[src/sv/qbrs_pkg.sv]
`timescale 1ns / 1ps
// ----------------------------------------------------------------------------
// qbrs_pkg: shared types and microcode for the quadratic Bezier route sampler
// Control word layout, lane control bundle, step addresses and the program
// ROM that drives the sequencer.
// ----------------------------------------------------------------------------
package qbrs_pkg;

  localparam int COORD_WIDTH_DEF = 32;
  localparam int MAX_SAMPLES_DEF = 63;

  // div_count register and d^2 (d <= 63 -> d^2 < 4096)
  localparam int DIV_W = 6;
  localparam int DEN_W = 12;
  localparam logic [DIV_W-1:0] DIV_RESET = 6'd4;
  localparam logic [DEN_W-1:0] DEN_RESET = 12'd16;

  // headroom of the difference terms over a coordinate
  localparam int EXT_BITS = 10;

  localparam int PC_W = 4;

  localparam logic [PC_W-1:0] PC_IDLE   = 4'd0;
  localparam logic [PC_W-1:0] PC_TEST   = 4'd1;
  localparam logic [PC_W-1:0] PC_LAST   = 4'd2;
  localparam logic [PC_W-1:0] PC_MUL    = 4'd3;
  localparam logic [PC_W-1:0] PC_SUM    = 4'd4;
  localparam logic [PC_W-1:0] PC_LOAD   = 4'd5;
  localparam logic [PC_W-1:0] PC_DIV1   = 4'd6;
  localparam logic [PC_W-1:0] PC_KEEP1  = 4'd7;
  localparam logic [PC_W-1:0] PC_DIV2   = 4'd8;
  localparam logic [PC_W-1:0] PC_KEEP2  = 4'd9;
  localparam logic [PC_W-1:0] PC_SAMPLE = 4'd10;
  localparam logic [PC_W-1:0] PC_CLOSE  = 4'd11;
  localparam logic [PC_W-1:0] PC_LEN    = 4'd12;

  typedef enum logic [1:0] {
    HOLD_NONE,
    HOLD_IN,
    HOLD_OUT
  } qbrs_hold_e;

  typedef enum logic [2:0] {
    COND_NEXT,
    COND_ALWAYS,
    COND_SEG,
    COND_NOTLAST,
    COND_DIV_MORE,
    COND_MORE
  } qbrs_cond_e;

  typedef struct packed {
    qbrs_hold_e      hold;
    logic            take;
    logic            mul;
    logic            sum;
    logic            load1;
    logic            step;
    logic            keep1;
    logic            keep2;
    logic            advance;
    logic            emit_node;
    logic            close;
    qbrs_cond_e      cond;
    logic [PC_W-1:0] target;
  } qbrs_uop_t;

  typedef struct packed {
    logic take;
    logic set_anchor;
    logic set_control;
    logic mul;
    logic sum;
    logic div_load1;
    logic div_step;
    logic keep1;
    logic keep2;
    logic advance;
    logic close;
  } qbrs_lane_ctl_t;

  function automatic qbrs_uop_t qbrs_rom(input logic [PC_W-1:0] pc);
    qbrs_uop_t u;
    u = '0;
    u.hold = HOLD_NONE;
    u.cond = COND_NEXT;
    unique case (pc)
      PC_IDLE: begin
        u.hold   = HOLD_IN;
        u.take   = 1'b1;
        u.cond   = COND_SEG;
        u.target = PC_MUL;
      end
      PC_TEST: begin
        u.cond   = COND_NOTLAST;
        u.target = PC_IDLE;
      end
      PC_LAST: begin
        u.hold      = HOLD_OUT;
        u.emit_node = 1'b1;
        u.cond      = COND_ALWAYS;
        u.target    = PC_IDLE;
      end
      PC_MUL:   u.mul   = 1'b1;
      PC_SUM:   u.sum   = 1'b1;
      PC_LOAD:  u.load1 = 1'b1;
      PC_DIV1: begin
        u.step   = 1'b1;
        u.cond   = COND_DIV_MORE;
        u.target = PC_DIV1;
      end
      PC_KEEP1: u.keep1 = 1'b1;
      PC_DIV2: begin
        u.step   = 1'b1;
        u.cond   = COND_DIV_MORE;
        u.target = PC_DIV2;
      end
      PC_KEEP2: u.keep2 = 1'b1;
      PC_SAMPLE: begin
        u.hold    = HOLD_OUT;
        u.advance = 1'b1;
        u.cond    = COND_MORE;
        u.target  = PC_SAMPLE;
      end
      PC_CLOSE: begin
        u.close  = 1'b1;
        u.cond   = COND_ALWAYS;
        u.target = PC_TEST;
      end
      default: begin
        u.cond   = COND_ALWAYS;
        u.target = PC_IDLE;
      end
    endcase
    return u;
  endfunction

endpackage

[src/sv/qbrs_lane.sv]
`timescale 1ns / 1ps
// ----------------------------------------------------------------------------
// qbrs_lane: one coordinate of the sampler
// Holds anchor, control and closing node, forms the first and second
// differences of the numerator, splits them by d^2 with a bit-serial divider
// and steps quotient/remainder accumulators one sample at a time.
// ----------------------------------------------------------------------------
module qbrs_lane #(
  parameter int COORD_WIDTH = qbrs_pkg::COORD_WIDTH_DEF
) (
  input  logic                               clk_i,
  input  logic                               rst_ni,
  input  qbrs_pkg::qbrs_lane_ctl_t           ctl_i,
  input  logic [qbrs_pkg::DIV_W-1:0]         div_count_i,
  input  logic [qbrs_pkg::DEN_W-1:0]         den_i,
  input  logic signed [COORD_WIDTH-1:0]      node_i,
  output logic [COORD_WIDTH-1:0]             sample_o,
  output logic [COORD_WIDTH-1:0]             node_o
);

  localparam int EW   = COORD_WIDTH + qbrs_pkg::EXT_BITS;
  localparam int DW   = qbrs_pkg::DEN_W;
  localparam int CF_W = qbrs_pkg::DIV_W + 2;
  localparam int PW   = COORD_WIDTH + CF_W;

  logic signed [COORD_WIDTH-1:0] anchor_q, control_q, node_q;
  logic signed [PW-1:0]          prod_a_q, prod_c_q;
  logic signed [EW-1:0]          x1_q, x2_q;
  logic [EW-1:0]                 div_quo_q;
  logic [DW-1:0]                 div_rem_q;
  logic                          div_neg_q;
  logic signed [EW-1:0]          p_q, u_q, q_q;
  logic [DW-1:0]                 s_q, v_q, r_q;

  logic signed [CF_W-1:0] twice_d, coef_a, coef_c;
  logic signed [EW-1:0]   x1_d, x2_d, div_src;
  logic [DW:0]            rem_sh, rem_sub;
  logic                   fits;
  logic [EW-1:0]          quo_res;
  logic [DW-1:0]          rem_res;
  logic [DW:0]            r_sum, s_sum;
  logic                   carry_r, carry_s;
  logic [DW-1:0]          r_nx, s_nx;

  // A*(1-2d) + C*(2d-2) + B is the first difference, 2(A-2C+B) the second
  always_comb begin
    twice_d = $signed({1'b0, div_count_i, 1'b0});
    coef_a  = CF_W'(1) - twice_d;
    coef_c  = twice_d - CF_W'(2);
    x1_d    = EW'(prod_a_q) + EW'(prod_c_q) + EW'(node_q);
    x2_d    = (EW'(anchor_q) + EW'(node_q) - (EW'(control_q) <<< 1)) <<< 1;
    div_src = ctl_i.div_load1 ? x1_q : x2_q;
  end

  // restoring divider on |x| (ones' complement for negatives gives floor)
  always_comb begin
    rem_sh  = {div_rem_q, div_quo_q[EW-1]};
    fits    = rem_sh >= {1'b0, den_i};
    rem_sub = rem_sh - {1'b0, den_i};
    quo_res = div_neg_q ? ~div_quo_q : div_quo_q;
    rem_res = div_neg_q ? (den_i - DW'(1) - div_rem_q) : div_rem_q;
  end

  always_comb begin
    r_sum   = {1'b0, r_q} + {1'b0, s_q};
    carry_r = r_sum >= {1'b0, den_i};
    r_nx    = carry_r ? DW'(r_sum - {1'b0, den_i}) : r_sum[DW-1:0];
    s_sum   = {1'b0, s_q} + {1'b0, v_q};
    carry_s = s_sum >= {1'b0, den_i};
    s_nx    = carry_s ? DW'(s_sum - {1'b0, den_i}) : s_sum[DW-1:0];
  end

  always_ff @(posedge clk_i or negedge rst_ni) begin
    if (!rst_ni) begin
      anchor_q  <= '0;
      control_q <= '0;
    end else begin
      if (ctl_i.set_anchor) begin
        anchor_q <= node_i;
      end else if (ctl_i.close) begin
        anchor_q <= node_q;
      end
      if (ctl_i.set_control) begin
        control_q <= node_i;
      end
    end
  end

  always_ff @(posedge clk_i) begin
    if (ctl_i.take) begin
      node_q <= node_i;
    end
    if (ctl_i.mul) begin
      prod_a_q <= anchor_q * coef_a;
      prod_c_q <= control_q * coef_c;
    end
    if (ctl_i.sum) begin
      x1_q <= x1_d;
      x2_q <= x2_d;
    end
    if (ctl_i.div_load1 || ctl_i.keep1) begin
      div_neg_q <= div_src[EW-1];
      div_quo_q <= div_src[EW-1] ? ~div_src : div_src;
      div_rem_q <= '0;
    end else if (ctl_i.div_step) begin
      div_quo_q <= {div_quo_q[EW-2:0], fits};
      div_rem_q <= fits ? rem_sub[DW-1:0] : rem_sh[DW-1:0];
    end
    if (ctl_i.keep1) begin
      p_q <= quo_res;
      s_q <= rem_res;
    end
    if (ctl_i.keep2) begin
      u_q <= quo_res;
      v_q <= rem_res;
      q_q <= EW'(anchor_q);
      r_q <= den_i >> 1;
    end else if (ctl_i.advance) begin
      q_q <= q_q + p_q + EW'(carry_r);
      r_q <= r_nx;
      p_q <= p_q + u_q + EW'(carry_s);
      s_q <= s_nx;
    end
  end

  assign sample_o = q_q[COORD_WIDTH-1:0];
  assign node_o   = node_q;

endmodule
[config.mk]
export PLATFORM = sky130hd
export DESIGN_NAME = qbrs_lane
export DESIGN_NICKNAME = d
export VERILOG_FILES = /design/src/sv/qbrs_pkg.sv /design/src/sv/qbrs_lane.sv
export SDC_FILE = /design/constraint.sdc
export NUM_CORES = 2
export LEC_CHECK = 0
export ABC_AREA = 1
export ABC_CLOCK_PERIOD_IN_PS = 4900
export BUFFER_PORTS_ARGS = -buffer_cell sky130_fd_sc_hd__buf_4
export CORE_ASPECT_RATIO = 2
export CORE_MARGIN = 3
export CORE_UTILIZATION = 50
export DETAILED_ROUTE_END_ITERATION = 16
export GPL_TIMING_DRIVEN = 0
export HOLD_SLACK_MARGIN = 0.03
export PLACE_DENSITY_LB_ADDON = 0.12
export SLEW_MARGIN = 20
export SYNTH_ARGS = -nofsm -noshare
export SYNTH_HDL_FRONTEND = slang
export SYNTH_SLANG_ARGS = --single-unit
[constraint.sdc]
create_clock -name clk_i -period 4.9 [get_ports clk_i]
set_clock_uncertainty 0.15 [all_clocks]
set_input_delay 0 -clock clk_i [delete_from_list [all_inputs] [get_ports clk_i]]
set_output_delay 0 -clock clk_i [all_outputs]
set_load 0.01 [all_outputs]
==> impl_metrics.csv <==
group,metric,value,unit
yosys,synth_seq_cells,438,
routing,via_count,47540,
global_routing,antenna_found_initial,17,
worst_setup_path,reg2reg_slack,-0.41,ns
yosys,syn_area,0.04821,mm^2
yosys,synth-simple-area-share,21.96,%
run_status,status,"finished, violations left",
worst_setup_path,crit_fanout,10,
finish,area_delta_synth_final,19.43,%
routing,wirelength,233.5,mm
finish,nNetsFinal,7558,
sta,slew_headroom,21.10,%
hold_path,hold_class,"input pin to flip-flop",
routing,maxUsedRoutingLayer,"met5",
routing,drtAntennaViolNets,0,
clocking,cts_buffer_depth,3,
clocking,numCtsBuffers,46,
die,die_h,445.2,um
sta,fmax,187.9,MHz
die,io_pins,127,
worst_setup_path,arrival,5.58,ns
worst_setup_path,reg2reg_to,"prod_c_q[37]",
worst_setup_path,critPathLaunch,"div_count_i[0]",
global_routing,grt-ovfl-total,0,
yosys,yosys_warnings,0,
sta,fin_crit_sh,108.6,%
clocking,clock_latency,0.69,ns
yosys,synth_cell_type_count,53,
place,hpwlAfterDp,186.2,mm
sta,finalHoldViolations,0,
yosys,synthAdderAreaFrac,27.79,%
clocking,clkSinkCount,438,
worst_setup_path,required,5.16,ns
routing,dr.first_iter.drc_count,3586,
finish,fill_cells,8867,
die,start_util,50.60,%
clocking,cts-root-buf,"clkbuf_16",
routing,vias_per_cell,5.977,
place,place_congestion,1.121,
global_routing,grt_pass1_vias,49510,
sta,report.final.slew_viol_count,0,
routing,first_pass_iters,8,
run_status,violations,"setup timing",
die,die_x,225.6,um
routing,drc,0,
worst_setup_path,r2r_start,"control_q[3]",
finish,drive_above_1_share,15.46,%
global_routing,grtUsageTotal,46.95,%
worst_setup_path,crit_path_end_kind,"flip-flop",
global_routing,grt_max_degree,80,
die,num_rows,160,
yosys,synth_compound_area_share,10.61,%
yosys,synth_top_family_by_area,"adder cells",
worst_setup_path,crit_type,"input pin to flip-flop",
sta,rsz0062_at_grt,"yes",
yosys,synthFlopType,"edfxtp_1",
yosys,synth-seq-area-share,25.43,%
clocking,clk_pin_slew_worst_paths,0.07,ns
worst_setup_path,cp-start-kind,"input pin",
place,port_buffers,123,
worst_setup_path,crit_end,"prod_c_q[37]",
finish,multiInputGateArea,0.03324,mm^2
yosys,synth_edf_count,317,
routing,wl_met1,63.26,mm
routing,dr_wl_met3,16.76,mm
yosys,synth_nets,7113,
yosys,synth_xor_area_share,3.742,%
sta,setup_slack,-0.4219,ns
yosys,synth_common_cells,"1288 x nand2_1, 1173 x inv_1, 733 x nor2_1",
yosys,yosysTopAreaCellShare,19.74,%
routing,wire_per_inst,29.36,um
sta,worstMarginPinSlew,1.183,ns
finish,regArea,0.01234,mm^2
sta,setup-violations-final,16,
die,dieArea,0.1004,mm^2
yosys,async_flop_share,14.61,%
die,coreArea,0.09529,mm^2
finish,fin_util,60.43,%
yosys,avgSynthCellArea,7.720,um^2
yosys,yosysMostFrequentCell,"nand2_1",
global_routing,grt_pass1_wl,332.9,mm
yosys,synth_cells,6245,
routing,route.met2.wl,115.6,mm
yosys,yosysTopAreaCell,"edfxtp_1",
yosys,synth_area_leaders,"edfxtp_1 20%, fa_1 18%, nand2_1 10%",
clocking,h-tree-depth,2,
worst_setup_path,rr_worst_depth,16,
flow_run,maxCapViolCount,0,
yosys,synth.area.mux_share,0,%
clocking,cts_tree,"done",
sta,finalCriticalPeriod,5.322,ns
==> metrics by stage <==
step                std cells  cell area, um^2  setup TNS, ns  worst slack, ns  hold slack, ns
floorplan                6245            48230              0           0.1031         -0.4456
global placement         7583            50670        -168.21           -3.143         0.06430
detailed placement       7583            50680        -166.00           -2.836         0.07383
finish                   7954            57580         -1.882          -0.4219        0.003704
global route             7945            57560         -3.977          -0.3425         0.05899
CTS                      7852            55730      -0.001386        -0.001386         0.03190
==> per-layer routing <==
layer	vias to the layer above	GRT usage [%]
met4	12	56.49
met1	22680	38.59
met2	2558	81.75
met5	-	0.5955
li1	20760	-
met3	1530	12.51
==> final cells by class <==
type                            instances  share of cell area [%]
Multi-Input combinational cell       4489                   57.72
Clock buffer                           55                   2.129
Timing Repair Buffer                  399                   6.006
Sequential cell                       438                   21.43
Antenna cell                           11                 0.04780
Buffer                                131                   1.338
Tap cell                             1215                   2.640
Clock inverter                         31                  0.7040
Inverter                             1185                   7.989
==> critical path, cell delays in order <==
cell and delay (ns):
buf_4 0.13, buf_8 0.17, inv_4 0.08, ha_2 0.20, inv_1 0.08, nor2_4 0.14, buf_12 0.15, inv_2 0.05
clkbuf_8 0.20, nor2_4 0.14, fa_1 0.42, fa_1 0.54, fa_1 0.54, inv_2 0.04, fa_2 0.59, inv_2 0.06
ha_4 0.31, nand2_4 0.07, nor2_4 0.12, nand4_1 0.83, nor2_2 0.43, nand3_2 0.11, nand3_2 0.10, xor2_1 0.06
==> state kept, by name, summed over array words and instances (netlist names) <==
name / flops
div_quo_q: 42
div_neg_q: 1
s_q: 12
anchor_q: 32
v_q: 12
u_q: 32
r_q: 12
control_q: 32
div_rem_q: 12
node_o: 32
x2_q: 34
p_q: 32
q_q: 32
x1_q: 42
prod_c_q: 39
prod_a_q: 40
==> cell usage in the layout (no fill, tap or decap), types with 53 or more instances in the layout <==
| master | count |
|---|---|
| a21oi_1 | 317 |
| buf_4 | 297 |
| clkbuf_1 | 67 |
| dfxtp_1 | 53 |
| dlygate4sd3_1 | 93 |
| edfxtp_1 | 317 |
| fa_1 | 425 |
| ha_1 | 290 |
| inv_1 | 1096 |
| nand2_1 | 1202 |
| nand2_2 | 78 |
| nand3_1 | 275 |
| nand4_1 | 62 |
| nor2_1 | 679 |
| o21ai_0 | 286 |
| xnor2_1 | 55 |
| xor2_1 | 134 |
==> what timing repair did <==
action,CTS,global route
endpoints found under the hold margin,451,0
buffers inserted,91,91
gates resized for setup,465,313
pin swaps,48,110
setup endpoints to repair,115,99
hold buffers,94,0
==> worst min-delay path by stage <==
stage	startpoint	to	slack [ns]	cells past startpoint
after floorplan	rst_ni	anchor_q[0]	-0.45	0
after global placement	rst_ni	control_q[25]	0.06	1
after detailed placement	rst_ni	control_q[27]	0.07	1
after CTS	node_i[31]	control_q[31]	0.03	4
after global routing	node_i[6]	control_q[6]	0.06	4
final	node_i[6]	control_q[6]	0.004	4
==> kinds of logic (layout without fill, tap and decap cells) <==
| group | Yosys count | in the layout |
|---|---|---|
| other | 0 | 11 |
| AND/OR/NAND/NOR | 2557 | 2557 |
| flip-flops | 438 | 438 |
| AO/OA/AOI/OAI | 921 | 921 |
| XOR/XNOR | 206 | 206 |
| adder cells (fa/ha/maj) | 805 | 805 |
| buffers and inverters | 1318 | 1801 |
Power is not shown: default switching activity piles up to over one toggle a cycle in this logic, so the estimate is an artifact.
